**src/sv/websocket_frame_unmasker_unit_macros.svh**
```systemverilog
// assertion macros for the websocket frame unmasker
// clocked on aclk, disabled or not by aresetn, no other dependencies
`ifndef WEBSOCKET_FRAME_UNMASKER_UNIT_MACROS_SVH
`define WEBSOCKET_FRAME_UNMASKER_UNIT_MACROS_SVH
`ifndef SYNTHESIS
// check out of reset
`define WSFU_ASSERT(lbl, prop, msg) \
    lbl: assert property (@(posedge aclk) disable iff (!aresetn) prop) else $error(msg);
// check at every edge, reset included
`define WSFU_ASSERT_ALWAYS(lbl, prop, msg) \
    lbl: assert property (@(posedge aclk) prop) else $error(msg);
`else
`define WSFU_ASSERT(lbl, prop, msg)
`define WSFU_ASSERT_ALWAYS(lbl, prop, msg)
`endif
`endif

```
**src/sv/wsfu_pkg.sv**
```systemverilog
// shared types and codes of the websocket frame unmasker
// no dependencies
`timescale 1ns / 1ps

package wsfu_pkg;

    // parser phases
    localparam logic [2:0] PH_HDR0    = 3'd0;
    localparam logic [2:0] PH_HDR1    = 3'd1;
    localparam logic [2:0] PH_EXTLEN  = 3'd2;
    localparam logic [2:0] PH_MASK    = 3'd3;
    localparam logic [2:0] PH_PAYLOAD = 3'd4;

    // result kinds
    localparam logic [1:0] KIND_PAYLOAD  = 2'd0;
    localparam logic [1:0] KIND_UNMASKED = 2'd1;
    localparam logic [1:0] KIND_EMPTY    = 2'd2;

    // header decode constants
    localparam logic [6:0] LEN_CODE_16 = 7'd126;
    localparam logic [6:0] LEN_CODE_64 = 7'd127;
    localparam logic [3:0] EXT_BYTES_16 = 4'd2;
    localparam logic [3:0] EXT_BYTES_64 = 4'd8;
    localparam logic [3:0] MASK_BYTES   = 4'd4;

    // one result beat
    typedef struct packed {
        logic [7:0] out_byte;
        logic [1:0] result_kind;
        logic       frame_last;
    } result_t;

endpackage

```
**src/sv/wsfu_in_reg.sv**
```systemverilog
// input register of the websocket frame unmasker
// takes one stream byte per beat; no package dependencies
`timescale 1ns / 1ps

module wsfu_in_reg (
    input  logic       aclk,
    input  logic       aresetn,
    input  logic       s_valid,
    output logic       s_ready,
    input  logic [7:0] s_stream_byte,
    input  logic       advance,
    output logic       byte_valid,
    output logic [7:0] byte_data
);

    logic       valid_reg;
    logic       valid_next;
    logic [7:0] data_reg;

    // free when empty or the held byte moves on this cycle
    assign s_ready = !valid_reg || advance;

    always_comb begin
        valid_next = valid_reg;
        if (s_valid && s_ready) begin
            valid_next = 1'b1;
        end else if (advance) begin
            valid_next = 1'b0;
        end
    end

    always_ff @(posedge aclk) begin
        if (!aresetn) begin
            valid_reg <= 1'b0;
        end else begin
            valid_reg <= valid_next;
        end
    end

    // payload capture
    always_ff @(posedge aclk) begin
        if (s_valid && s_ready) begin
            data_reg <= s_stream_byte;
        end
    end

    assign byte_valid = valid_reg;
    assign byte_data  = data_reg;

endmodule

```
**src/sv/wsfu_deframer.sv**
```systemverilog
// frame parser and unmasker: header, length, mask and payload state
// uses wsfu_pkg and the assertion macros header
`timescale 1ns / 1ps
`include "websocket_frame_unmasker_unit_macros.svh"

module wsfu_deframer (
    input  logic             aclk,
    input  logic             aresetn,
    input  logic             advance,
    input  logic [7:0]       byte_data,
    output logic             res_valid,
    output wsfu_pkg::result_t res
);

    logic [2:0]  phase_reg, phase_next;
    logic [3:0]  header_count_reg, header_count_next;
    logic [63:0] frame_length_reg, frame_length_next;
    logic [31:0] mask_word_reg, mask_word_next;
    logic        mask_flag_reg, mask_flag_next;
    logic [1:0]  mask_position_reg, mask_position_next;
    logic        halted_reg, halted_next;
    logic [7:0]  mask_byte;
    logic [6:0]  len_code;

    assign len_code = byte_data[6:0];

    // mask byte for the current payload position, first received byte first
    always_comb begin
        case (mask_position_reg)
            2'd0:    mask_byte = mask_word_reg[31:24];
            2'd1:    mask_byte = mask_word_reg[23:16];
            2'd2:    mask_byte = mask_word_reg[15:8];
            default: mask_byte = mask_word_reg[7:0];
        endcase
    end

    // next state and result for one byte
    always_comb begin
        phase_next         = phase_reg;
        header_count_next  = header_count_reg;
        frame_length_next  = frame_length_reg;
        mask_word_next     = mask_word_reg;
        mask_flag_next     = mask_flag_reg;
        mask_position_next = mask_position_reg;
        halted_next        = halted_reg;
        res_valid          = 1'b0;
        res.out_byte       = 8'd0;
        res.result_kind    = wsfu_pkg::KIND_PAYLOAD;
        res.frame_last     = 1'b0;
        if (!halted_reg) begin
            case (phase_reg)
                wsfu_pkg::PH_HDR0: begin
                    phase_next = wsfu_pkg::PH_HDR1;
                end
                wsfu_pkg::PH_HDR1: begin
                    mask_flag_next = byte_data[7];
                    if (len_code == wsfu_pkg::LEN_CODE_16) begin
                        frame_length_next = 64'd0;
                        header_count_next = wsfu_pkg::EXT_BYTES_16;
                        phase_next        = wsfu_pkg::PH_EXTLEN;
                    end else if (len_code == wsfu_pkg::LEN_CODE_64) begin
                        frame_length_next = 64'd0;
                        header_count_next = wsfu_pkg::EXT_BYTES_64;
                        phase_next        = wsfu_pkg::PH_EXTLEN;
                    end else begin
                        frame_length_next = {57'd0, len_code};
                        if (!byte_data[7]) begin
                            halted_next     = 1'b1;
                            phase_next      = wsfu_pkg::PH_HDR0;
                            res_valid       = 1'b1;
                            res.result_kind = wsfu_pkg::KIND_UNMASKED;
                            res.frame_last  = 1'b1;
                        end else begin
                            header_count_next = wsfu_pkg::MASK_BYTES;
                            phase_next        = wsfu_pkg::PH_MASK;
                        end
                    end
                end
                wsfu_pkg::PH_EXTLEN: begin
                    frame_length_next = {frame_length_reg[55:0], byte_data};
                    header_count_next = header_count_reg - 4'd1;
                    if (header_count_reg == 4'd1) begin
                        if (!mask_flag_reg) begin
                            halted_next     = 1'b1;
                            phase_next      = wsfu_pkg::PH_HDR0;
                            res_valid       = 1'b1;
                            res.result_kind = wsfu_pkg::KIND_UNMASKED;
                            res.frame_last  = 1'b1;
                        end else begin
                            header_count_next = wsfu_pkg::MASK_BYTES;
                            phase_next        = wsfu_pkg::PH_MASK;
                        end
                    end
                end
                wsfu_pkg::PH_MASK: begin
                    mask_word_next    = {mask_word_reg[23:0], byte_data};
                    header_count_next = header_count_reg - 4'd1;
                    if (header_count_reg == 4'd1) begin
                        mask_position_next = 2'd0;
                        if (frame_length_reg == 64'd0) begin
                            phase_next      = wsfu_pkg::PH_HDR0;
                            res_valid       = 1'b1;
                            res.result_kind = wsfu_pkg::KIND_EMPTY;
                            res.frame_last  = 1'b1;
                        end else begin
                            phase_next = wsfu_pkg::PH_PAYLOAD;
                        end
                    end
                end
                wsfu_pkg::PH_PAYLOAD: begin
                    mask_position_next = mask_position_reg + 2'd1;
                    frame_length_next  = frame_length_reg - 64'd1;
                    res_valid          = 1'b1;
                    res.out_byte       = byte_data ^ mask_byte;
                    if (frame_length_reg == 64'd1) begin
                        res.frame_last = 1'b1;
                        phase_next     = wsfu_pkg::PH_HDR0;
                    end
                end
                default: begin
                    phase_next = wsfu_pkg::PH_HDR0;
                end
            endcase
        end
    end

    // state update on each consumed beat
    always_ff @(posedge aclk) begin
        if (!aresetn) begin
            phase_reg         <= wsfu_pkg::PH_HDR0;
            header_count_reg  <= 4'd0;
            frame_length_reg  <= 64'd0;
            mask_word_reg     <= 32'd0;
            mask_flag_reg     <= 1'b0;
            mask_position_reg <= 2'd0;
            halted_reg        <= 1'b0;
        end else if (advance) begin
            phase_reg         <= phase_next;
            header_count_reg  <= header_count_next;
            frame_length_reg  <= frame_length_next;
            mask_word_reg     <= mask_word_next;
            mask_flag_reg     <= mask_flag_next;
            mask_position_reg <= mask_position_next;
            halted_reg        <= halted_next;
        end
    end

    // checks
    `WSFU_ASSERT(a_halt_sticks, halted_reg |=> halted_reg, "halt cleared without reset")
    `WSFU_ASSERT_ALWAYS(a_halt_silent, halted_reg |-> !res_valid, "result produced while halted")
    `WSFU_ASSERT(a_payload_len, (phase_reg == wsfu_pkg::PH_PAYLOAD) |-> (frame_length_reg != 64'd0), "payload phase with zero length")
    `WSFU_ASSERT_ALWAYS(a_ctrl_result, (res_valid && res.result_kind != wsfu_pkg::KIND_PAYLOAD) |-> (res.frame_last && res.out_byte == 8'd0), "malformed control result")

endmodule

```
**src/sv/wsfu_out_reg.sv**
```systemverilog
// result register of the websocket frame unmasker
// uses wsfu_pkg for the result beat type
`timescale 1ns / 1ps

module wsfu_out_reg (
    input  logic              aclk,
    input  logic              aresetn,
    input  logic              load,
    input  wsfu_pkg::result_t res,
    output logic              free,
    output logic              m_valid,
    input  logic              m_ready,
    output logic [7:0]        m_out_byte,
    output logic [1:0]        m_result_kind,
    output logic              m_frame_last
);

    logic              valid_reg;
    logic              valid_next;
    wsfu_pkg::result_t data_reg;

    // slot can take a new beat when empty or draining now
    assign free = !valid_reg || m_ready;

    always_comb begin
        valid_next = valid_reg;
        if (load) begin
            valid_next = 1'b1;
        end else if (m_ready) begin
            valid_next = 1'b0;
        end
    end

    always_ff @(posedge aclk) begin
        if (!aresetn) begin
            valid_reg <= 1'b0;
        end else begin
            valid_reg <= valid_next;
        end
    end

    // payload capture
    always_ff @(posedge aclk) begin
        if (load) begin
            data_reg <= res;
        end
    end

    assign m_valid       = valid_reg;
    assign m_out_byte    = data_reg.out_byte;
    assign m_result_kind = data_reg.result_kind;
    assign m_frame_last  = data_reg.frame_last;

endmodule

```
**src/sv/websocket_frame_unmasker_unit.sv**
```systemverilog
// top level of the websocket frame unmasker
// instantiates wsfu_in_reg, wsfu_deframer and wsfu_out_reg; uses wsfu_pkg
`timescale 1ns / 1ps

// Client-to-server WebSocket deframer: takes one stream byte per beat and
// accepts a byte every cycle while the result side keeps up. A byte passes
// through an input register, is decoded against the parser state and, if it
// yields a result, is loaded into the result register as it moves on.
// Header, extended-length and mask bytes give no payload result; each
// payload byte gives one unmasked byte with frame_last on the final one. A
// zero-length frame gives one empty-frame result; a frame without the mask
// bit gives one error result and the block then drops all input until
// reset. The 64-bit length decrement and zero compare set the cycle time.
module websocket_frame_unmasker_unit (
    input  logic       aclk,
    input  logic       aresetn,
    input  logic       s_valid,
    output logic       s_ready,
    input  logic [7:0] s_stream_byte,
    output logic       m_valid,
    input  logic       m_ready,
    output logic [7:0] m_out_byte,
    output logic [1:0] m_result_kind,
    output logic       m_frame_last
);

    logic              byte_valid;
    logic [7:0]        byte_data;
    logic              advance;
    logic              out_free;
    logic              res_valid;
    wsfu_pkg::result_t res;

    // a held byte moves on when the result slot can take its outcome
    assign advance = byte_valid && out_free;

    wsfu_in_reg u_in_reg (
        .aclk          (aclk),
        .aresetn       (aresetn),
        .s_valid       (s_valid),
        .s_ready       (s_ready),
        .s_stream_byte (s_stream_byte),
        .advance       (advance),
        .byte_valid    (byte_valid),
        .byte_data     (byte_data)
    );

    wsfu_deframer u_deframer (
        .aclk      (aclk),
        .aresetn   (aresetn),
        .advance   (advance),
        .byte_data (byte_data),
        .res_valid (res_valid),
        .res       (res)
    );

    wsfu_out_reg u_out_reg (
        .aclk          (aclk),
        .aresetn       (aresetn),
        .load          (advance && res_valid),
        .res           (res),
        .free          (out_free),
        .m_valid       (m_valid),
        .m_ready       (m_ready),
        .m_out_byte    (m_out_byte),
        .m_result_kind (m_result_kind),
        .m_frame_last  (m_frame_last)
    );

endmodule

```
**config.mk**
```make
export PLATFORM = sky130hd
export DESIGN_NAME = websocket_frame_unmasker_unit
export DESIGN_NICKNAME = d
export VERILOG_FILES = /design/src/sv/wsfu_pkg.sv /design/src/sv/wsfu_in_reg.sv /design/src/sv/wsfu_deframer.sv /design/src/sv/wsfu_out_reg.sv /design/src/sv/websocket_frame_unmasker_unit.sv
export VERILOG_INCLUDE_DIRS = /design/src /design/src/sv
export SDC_FILE = /design/constraint.sdc
export NUM_CORES = 1
export LEC_CHECK = 0
export BUFFER_PORTS_ARGS = -buffer_cell sky130_fd_sc_hd__buf_4
export CORE_ASPECT_RATIO = 0.75
export CORE_MARGIN = 10
export CORE_UTILIZATION = 43
export CTS_CLUSTER_SIZE = 20
export DETAILED_ROUTE_END_ITERATION = 8
export PLACE_DENSITY = 0.6
export SLEW_MARGIN = 20
export SYNTH_ARGS = -nofsm -noshare
export SYNTH_HDL_FRONTEND = slang
export SYNTH_HIERARCHICAL = 1
export SYNTH_SLANG_ARGS = --single-unit
```
**constraint.sdc**
```tcl
create_clock -name aclk -period 3.1 [get_ports aclk]
set_input_delay 0.31 -clock aclk [delete_from_list [all_inputs] [get_ports aclk]]
set_output_delay 0.31 -clock aclk [all_outputs]
set_load 0.02 [all_outputs]
```
==> results.ini, run 1 <==
[synth]
synth.avg_cell_area_um2=7.80
netlist_area_um2=7090
synth.most_common_cell=nand2_1
synth_edf_count=19
ys_ff_latch=128
yosysTopAreaCell=dfxtp_1
yosysSeqAreaShare_pct=38.8
syn_inst=909
yosys_warnings=6
synth_common_cells=139 x nand2_1, 109 x dfxtp_1, 78 x nor2_1
synthArstFlopShare_pct=0
synth_top_area_share_pct=30.8
synth_area_leaders=dfxtp_1 31%, edfxtp_1 8.0%, nand2_1 7.4%
ys.flop_type=dfxtp_1
ys_types=73
syn-num-nets=929

[clock_network]
clkLatencyLatePin_ps=430
ctsRootBufferMaster=clkbuf_16
clk_pin_slew_ps=60
cts_made_buffers=17
cts_tree=done
htreeDepth=4
clock_path_buffers=2
cts_sinks=128

[setup_path]
reg2reg_from=u_deframer/frame_length_reg[21]$_SDFFE_PN0P_
critPathMaxStageDelay_ps=620
worst-endpoint-arrival_ps=3200
cp_max_fo=10
r2r_end=u_deframer/frame_length_reg[63]$_SDFFE_PN0P_
crit_family=simple AND/OR/NAND/NOR gates
startpoint_type=flip-flop
slowest_stage=or4_1
reg2reg_slack_ps=200
path_class=flip-flop to flip-flop
worstRegToRegCells=7
path_cells=or4_1 > or4_4 > nor3_2 > nand3_1 > buf_4 > o311a_1 > a221o_1
required_ps=3400
crit_buf_inv=1
worst_setup_path_end_kind=flip-flop

[global_routing]
antenna_found_initial=0
grt_max_degree=60
grt_remaining_overflow=0
grt_pass1_wl_um=36500
grtUsageTotal_pct=20.0
grt_pass1_vias=6447

[detailed_routing]
via_count=7148
first_iter_violations=867
routedWlPerCell_um=19.5
drc=0
dr.pass1.iters=6
totalWireLength_um=22500
final_antenna_net_count=0
via_per_inst=6.19

[placement]
post-place-ws_ps=146
io_buffers=24
placedCellCount=1123
place_hpwl_um=15300
place_congestion=0.893

[sta]
whs_ps=52.7
clock_skew_ps=7.20
min_period_ps=2900
fin_setup_tns_ps=0
worstMarginPinSlew_ps=802
slew_viol_final=0
setup_viol=0
fmax_mhz=345
fin_ws_ps=203
period_share_pct=93.4
max-slew-margin-rel_pct=46.5
rsz0062_at_grt=false
hold_viol_final=0

[finish]
fin_nets=952
fin_cells=1155
diodes=0
largest_reg_flops=64
syn_to_final_growth_pct=17.1
drive_gt1_share_pct=13.9

[pwr]
p_clk_share_pct=48.0
ir_drop_mv=0.300
p_int_mw=3.33
seqPwrFrac_pct=38.1
p_sw_mw=1.24
p_sw_share_pct=27.2
power_leakage_nw=3.07
powerDensity_nw_per_um2=551
comb_power_share_pct=14.0

[die]
ioPinCount=25
coreArea_um2=16100
dieWidth_um=168
rows=40
initial_utilization_pct=44.0
die_y_um=131
die_area_um2=22100

[run]
maxCapViolCount=0

[worst_hold_path]
min_from=s_stream_byte[1]
min_path_cells=1
whs_endpoint=u_in_reg/byte_data[1]$_DFFE_PP_
hold_class=input pin to flip-flop

[run_status]
status=completed

==> power by group through the flow <==
| stage | Clock (mW) | Sequential [mW] | Combinational [mW] |
|---|---|---|---|
| finish | 2.19 | 1.74 | 0.637 |
| global route | 2.31 | 1.74 | 0.684 |
| CTS | 2.22 | 1.74 | 0.618 |
| detailed placement | 0 | 1.77 | 0.614 |
| global placement | 0 | 1.77 | 0.619 |
| floorplan | 0 | 1.76 | 0.389 |
==> placed cells by master (no fill, tap or decap), drive strengths merged, types with 9 or more instances in the layout <==
cell	netlist	layout
a21oi	76	76
a222oi	9	9
a22oi	21	21
and2	10	10
and3	13	13
buf	5	72
clkbuf	63	20
dfxtp	109	109
edfxtp	19	19
inv	14	16
nand2	139	139
nand2b	12	12
nand3	31	31
nand4	12	12
nor2	78	78
nor3	45	45
nor4	23	23
o211ai	11	11
o21ai	57	57
o22ai	9	9
or3	15	15
or4	17	17
xnor2	11	11
==> through the flow <==
stage / area, um^2 / total power, mW / utilization (%)
floorplan: 7090 / 2.15 / -
global placement: 7660 / 2.39 / 47.5
detailed placement: 7660 / 2.39 / 47.5
CTS: 8300 / 4.57 / 51.5
global route: 8300 / 4.73 / 51.5
finish: 8300 / 4.57 / 51.5
==> timing repair <==
item                                    CTS  global route
hold buffers                              0             0
buffers inserted                          0             0
endpoints found under the setup margin    0            12
gates resized for setup                   0             1
==> logic make-up after synthesis <==
logic type	Yosys count	share of synthesized area [%]
AO/OA/AOI/OAI	259	24.1
XOR/XNOR	13	1.61
adder cells (fa/ha/maj)	8	1.41
buffers and inverters	82	4.55
flip-flops	128	38.8
multiplexers	5	0.724
AND/OR/NAND/NOR	414	28.8
==> final cells by class <==
type / instances / area, um^2
Multi-Input combinational cell: 699 / 4040
Timing Repair Buffer: 72 / 553
Sequential cell: 128 / 2750
Inverter: 14 / 52.6
Clock inverter: 12 / 181
Fill cell: 1575 / 7820
Tap cell: 210 / 263
Clock buffer: 20 / 458
==> worst max-delay path by stage <==
stage | startpoint | slack, ps | depth (start not counted) | to
final | u_deframer/frame_length_reg[21]$_SDFFE_PN0P_ | 200 | 7 | u_deframer/frame_length_reg[63]$_SDFFE_PN0P_
after global routing | u_deframer/frame_length_reg[1]$_SDFFE_PN0P_ | 80 | 8 | u_deframer/frame_length_reg[36]$_SDFFE_PN0P_
after CTS | u_deframer/frame_length_reg[56]$_SDFFE_PN0P_ | 110 | 6 | u_out_reg/m_frame_last$_DFFE_PP_
after detailed placement | u_deframer/frame_length_reg[56]$_SDFFE_PN0P_ | 150 | 6 | u_out_reg/m_out_byte[5]$_DFFE_PP_
after global placement | u_deframer/frame_length_reg[56]$_SDFFE_PN0P_ | 280 | 6 | u_out_reg/m_out_byte[6]$_DFFE_PP_
after floorplan | u_deframer/frame_length_reg[18]$_SDFFE_PN0P_ | 160 | 7 | u_out_reg/m_frame_last$_DFFE_PP_
==> per-layer routing <==
metal	routed length [um]	part of all wire, %	vias up	GRT usage, %
met5	0	0	-	0
met1	11200	50	3365	30.9
met4	307	1.4	0	5.60
li1	-	-	3416	-
met3	2200	9.8	34	5.63
met2	8800	39	333	25.5
Note: power is estimated with default switching activity, not from simulation.
==> run 2: changes to the inputs <==
Settings changed: CORE_MARGIN 10 to unset, CORE_UTILIZATION 43 to 50, PLACE_DENSITY 0.6 to 0.68.
==> results.ini, run 2 (synthesis gave the netlist of run 1 again) <==
[finish]
final-seq-area_um2=2750  ; unchanged
final_common_cell=nand2_1  ; unchanged
layout_common_cells=139 x nand2_1, 109 x dfxtp_1, 76 x nor2_1, 76 x a21oi_1, 68 x buf_4  ; was 138 x nand2_1, 109 x dfxtp_1, 76 x nor2_1, 76 x a21oi_1, 71 x buf_4
largest_reg_flops=64  ; unchanged
multi_input_area_um2=4030  ; was 4040 um^2
diodes=0  ; unchanged
fin_nets=952  ; unchanged
fill_cells=1251  ; was 1575
syn_to_final_growth_pct=16.1  ; was 17.1%
drive_gt1_share_pct=13.8  ; was 13.9%

[global_routing]
antenna_found_initial=0  ; unchanged
grt_pass1_wl_um=35700  ; was 36500 um
grt_pass1_vias=6733  ; was 6447
grt_max_degree=49  ; was 60
grt_remaining_overflow=0  ; unchanged
grtUsageTotal_pct=31.0  ; was 20.0%

[detailed_routing]
totalWireLength_um=22300  ; was 22500 um
drc=0  ; unchanged
final_antenna_net_count=0  ; unchanged
first_iter_violations=974  ; was 867
via_per_inst=6.59  ; was 6.19
dr.pass1.iters=7  ; was 6
via_count=7383  ; was 7148
routedWlPerCell_um=19.9  ; was 19.5 um

[setup_path]
required_ps=3390  ; was 3400 ps
reg2reg_slack_ps=150  ; was 200 ps
worst-endpoint-arrival_ps=3240  ; was 3200 ps
path_class=flip-flop to flip-flop  ; unchanged
cp_max_fo=6  ; was 10
startpoint_type=flip-flop  ; unchanged
worst_setup_path_end_kind=flip-flop  ; unchanged

[clock_network]
ctsResizeCount=0  ; unchanged
ctsRootBufferMaster=clkbuf_16  ; unchanged
clock_path_buffers=2  ; unchanged
htreeDepth=4  ; unchanged
clkLatencyLatePin_ps=420  ; was 430 ps
cts_tree=done  ; unchanged
postCtsSetupBuffers=0  ; unchanged
cts_sinks=128  ; unchanged
cts_made_buffers=17  ; unchanged
clk_pin_slew_ps=60  ; about the same
holdBufCountCts=0  ; unchanged

[die]
dieWidth_um=139  ; was 168 um
die_y_um=105  ; was 131 um
coreArea_um2=13800  ; was 16100 um^2
rows=37  ; was 40
initial_utilization_pct=51.4  ; was 44.0%
die_area_um2=14700  ; was 22100 um^2
ioPinCount=25  ; unchanged

[run_status]
status=completed  ; unchanged

[pwr]
total_power_mw=4.34  ; was 4.57 mW
ir_drop_mv=0.405  ; was 0.300 mV
power_leakage_nw=3.05  ; was 3.07 nW
powerDensity_nw_per_um2=527  ; was 551 nW/um^2

[sta]
min_period_ps=2950  ; was 2900 ps
period_share_pct=95.1  ; was 93.4%
slew_viol_final=0  ; unchanged
rsz0062_at_grt=false  ; unchanged
max-slew-margin-rel_pct=23.9  ; was 46.5%
fmax_mhz=339  ; was 345 MHz
fin_setup_tns_ps=0  ; unchanged
hold_viol_final=0  ; unchanged
fin_ws_ps=153  ; was 203 ps
setup_viol=0  ; unchanged
clock_skew_ps=11.6  ; was 7.20 ps
worstMarginPinSlew_ps=1140  ; was 802 ps

[placement]
io_buffers=24  ; unchanged
place_hpwl_um=15300  ; about the same
place_congestion=0.952  ; was 0.893
post-place-ws_ps=232  ; was 146 ps

[run]
maxCapViolCount=0  ; unchanged

[worst_hold_path]
hold_class=input pin to flip-flop  ; unchanged

run 2: cell types whose count changed in the layout (fill, tap and decap cells not counted), sizes merged:
cell      before  now
bufinv         4    1
clkinv         5    6
clkinvlp       1    4
inv           16   15
run 2: layer usage:
layer	part of all wire (%)	wire, um	GRT usage [%]
met5	0	0	0
met4	1.9	426	11.0
met3	11	2460	7.20
met2	42	9310	44.4
met1	45	10100	45.1
run 2: power by group:
part           leakage [nW]  switching [mW]  internal [mW]
clock                 0.274           0.777           1.17
combinational          1.73           0.413          0.236
sequential             1.04          0.0335           1.71
run 2: worst max-delay path, cell delays in order, from the launching register on:
cell,delay (ps)
dfxtp_1,350
inv_1,150
ha_1,260
or4b_2,670
nor4_1,420
nand4_1,310
buf_4,250
o311ai_0,310
nand2_1,90
run 2: area by class of cell:
| cell class | count | share of cell area [%] |
|---|---|---|
| timing repair buffer | 72 | 7.18 |
| inverter | 14 | 0.639 |
| clock buffer | 20 | 5.69 |
| tap | 175 | 2.66 |
| multi-input combinational | 699 | 49.0 |
| sequential | 128 | 33.5 |
| clock inverter | 12 | 1.34 |
run 2: through the flow:
stage	cells	instance area, um^2	util, %	hold WS (ps)
2_1_floorplan	909	7090	-	409
3_3_place_gp	1088	7650	55.4	443
3_5_place_dp	1088	7650	55.4	450
4_1_cts	1120	8230	59.6	44.2
5_1_grt	1120	8230	59.6	45.3
6_report	1120	8230	59.6	58.6
run 2: path summary, 6_finish.rpt:
kind,cells after the start,end,start
worst min-delay path,1,u_in_reg/byte_data[5]$_DFFE_PP_,s_stream_byte[5]
worst max register to register,8,u_deframer/frame_length_reg[36]$_SDFFE_PN0P_,u_deframer/frame_length_reg[1]$_SDFFE_PN0P_
worst min register to register,2,u_deframer/mask_word_reg[25]$_SDFFE_PN0P_,u_deframer/mask_word_reg[25]$_SDFFE_PN0P_
worst max-delay path,8,u_deframer/frame_length_reg[36]$_SDFFE_PN0P_,u_deframer/frame_length_reg[1]$_SDFFE_PN0P_
==> run 3: changes to the inputs <==
Settings changed: PLACE_DENSITY 0.68 to 0.66.
Clock period 3.1 ns to 3.6 ns, I/O delays scaled along.
==> results.ini, run 3 (synthesis gave the netlist of run 1 again) <==
[run]
maxCapViolCount=0  ; unchanged

[sta]
rsz0062_at_grt=false  ; unchanged
max-slew-margin-rel_pct=39.2  ; was 23.9%
fin_ws_ps=310  ; was 153 ps
setup_viol=0  ; unchanged
slew_viol_final=0  ; unchanged
period_share_pct=91.4  ; was 95.1%
fin_setup_tns_ps=0  ; unchanged
worstMarginPinSlew_ps=908  ; was 1140 ps
hold_viol_final=0  ; unchanged
clock_skew_ps=13.4  ; was 11.6 ps
fmax_mhz=304  ; was 339 MHz
min_period_ps=3290  ; was 2950 ps

[run_status]
status=completed  ; unchanged

[setup_path]
path_cells=or4_1 > or4_4 > nor3_2 > nand3_1 > o311a_1 > a211o_1  ; was inv_1 > ha_1 > or4b_2 > nor4_1 > nand4_1 > buf_4 > o311ai_0 > nand2_1
reg2reg_slack_ps=310  ; was 150 ps
reg2reg_from=u_deframer/frame_length_reg[18]$_SDFFE_PN0P_  ; was u_deframer/frame_length_reg[1]$_SDFFE_PN0P_
startpoint_type=flip-flop  ; unchanged
r2r_end=u_deframer/frame_length_reg[53]$_SDFFE_PN0P_  ; was u_deframer/frame_length_reg[36]$_SDFFE_PN0P_
path_class=flip-flop to flip-flop  ; unchanged
cp_max_fo=10  ; was 6
worst-endpoint-arrival_ps=3590  ; was 3240 ps
worstRegToRegCells=6  ; was 8
slowest_stage=or4_1  ; was or4b_2
critPathMaxStageDelay_ps=620  ; was 670 ps
required_ps=3900  ; was 3390 ps
worst_setup_path_end_kind=flip-flop  ; unchanged

[placement]
place_hpwl_um=14800  ; was 15300 um
post-place-ws_ps=434  ; was 232 ps
place_congestion=0.925  ; was 0.952
io_buffers=24  ; unchanged
dpl_cell_area_um2=7410  ; was 7650 um^2

[die]
die_area_um2=14700  ; unchanged
die_y_um=105  ; unchanged
coreArea_um2=13800  ; unchanged
rows=37  ; unchanged
initial_utilization_pct=51.4  ; unchanged
ioPinCount=25  ; unchanged
dieWidth_um=139  ; unchanged

[finish]
drive_gt1_share_pct=11.5  ; was 13.8%
diodes=0  ; unchanged
fin_nets=927  ; was 952
syn_to_final_growth_pct=13.3  ; was 16.1%
layout_common_cells=139 x nand2_1, 109 x dfxtp_1, 76 x nor2_1, 76 x a21oi_1, 55 x o21ai_0  ; was 139 x nand2_1, 109 x dfxtp_1, 76 x nor2_1, 76 x a21oi_1, 68 x buf_4
design_area_um2=8030  ; was 8230 um^2
final_common_cell=nand2_1  ; unchanged
largest_reg_flops=64  ; unchanged

[clock_network]
clock_path_buffers=2  ; unchanged
htreeDepth=4  ; unchanged
ctsRootBufferMaster=clkbuf_16  ; unchanged
clkLatencyLatePin_ps=420  ; about the same
ctsResizeCount=0  ; unchanged
holdBufCountCts=0  ; unchanged
postCtsSetupBuffers=0  ; unchanged
cts_tree=done  ; unchanged
cts_made_buffers=17  ; unchanged
clk_pin_slew_ps=70  ; was 60 ps
cts_sinks=128  ; unchanged

[detailed_routing]
totalWireLength_um=22000  ; was 22300 um
via_per_inst=6.63  ; was 6.59
via_count=7262  ; was 7383
routedWlPerCell_um=20.1  ; was 19.9 um
final_antenna_net_count=0  ; unchanged
first_iter_violations=1011  ; was 974
drc=0  ; unchanged
dr.pass1.iters=6  ; was 7

[global_routing]
antenna_found_initial=0  ; unchanged
grt_use_met1_pct=45.3  ; was 45.1%
grt_pass1_wl_um=36000  ; was 35700 um
grtUsageTotal_pct=31.1  ; was 31.0%
grt_remaining_overflow=0  ; unchanged
grt_util_met3_pct=6.19  ; was 7.20%
top_usage_layer=met1  ; unchanged
grt_max_degree=50  ; was 49
grt_pass1_vias=6820  ; was 6733
grtUsageMet2_pct=44.9  ; was 44.4%

[pwr]
ir_drop_mv=0.308  ; was 0.405 mV
power_leakage_nw=2.92  ; was 3.05 nW
total_power_mw=3.83  ; was 4.34 mW
powerDensity_nw_per_um2=477  ; was 527 nW/um^2

[worst_hold_path]
hold_class=input pin to flip-flop  ; unchanged
whs_endpoint=u_in_reg/byte_data[3]$_DFFE_PP_  ; was u_in_reg/byte_data[5]$_DFFE_PP_
min_path_cells=1  ; unchanged
min_from=s_stream_byte[3]  ; was s_stream_byte[5]

-- run 3: cell types whose count changed in the layout (fill, tap and decap cells not counted), sizes merged --
cell    change
bufinv      +2
inv         +3
clkinv      -3
clkbuf      -2
buf        -25
-- run 3: final cells by class --
type	instances	area [um^2]
fillers	1265	5760
well taps	175	219
inverters	14	52.6
flip-flops and latches	128	2750
clock inverters	14	181
multi-input cells	699	4030
repair buffers	47	353
clock buffers	18	439
-- run 3: layer usage --
metal,vias to the layer above,part of all wire [%]
li1,3361,-
met1,3427,46
met2,423,42
met3,51,10
met4,0,1.8
met5,-,0
-- run 3: through the flow --
| stage | util (%) | hold slack, ps | instances |
|---|---|---|---|
| final | 58.2 | 111 | 1095 |
| after global routing | 58.2 | 95.5 | 1095 |
| after CTS | 58.2 | 102 | 1095 |
| after detailed placement | 53.7 | 449 | 1063 |
| after global placement | 53.7 | 441 | 1063 |
| after floorplan | - | 436 | 909 |
-- run 3: where the power goes --
part	switching, mW	internal, mW	leakage (nW)	total (mW)
registers	0.0305	1.47	1.04	1.50
logic	0.344	0.160	1.59	0.504
clock network	0.705	1.12	0.292	1.82
-- run 3: worst max-delay path, delay by kind of cell, from the launching register on --
| family | cells | cell delay, ps |
|---|---|---|
| AND/OR/NAND/NOR | 4 | 2060 |
| AO/OA/AOI/OAI | 2 | 740 |
| flip-flops | 1 | 380 |
-- run 3: how the worst max path moves through the flow --
stage	from	to	slack [ps]	cells after the start
6_report	u_deframer/frame_length_reg[18]$_SDFFE_PN0P_	u_deframer/frame_length_reg[53]$_SDFFE_PN0P_	310	6
5_1_grt	u_deframer/frame_length_reg[18]$_SDFFE_PN0P_	u_deframer/frame_length_reg[57]$_SDFFE_PN0P_	240	6
4_1_cts	u_deframer/frame_length_reg[18]$_SDFFE_PN0P_	u_deframer/frame_length_reg[53]$_SDFFE_PN0P_	400	6
3_5_place_dp	u_deframer/frame_length_reg[18]$_SDFFE_PN0P_	u_deframer/frame_length_reg[53]$_SDFFE_PN0P_	430	6
3_3_place_gp	u_deframer/frame_length_reg[18]$_SDFFE_PN0P_	u_deframer/frame_length_reg[57]$_SDFFE_PN0P_	540	6
2_1_floorplan	u_deframer/frame_length_reg[18]$_SDFFE_PN0P_	u_out_reg/m_frame_last$_DFFE_PP_	660	7
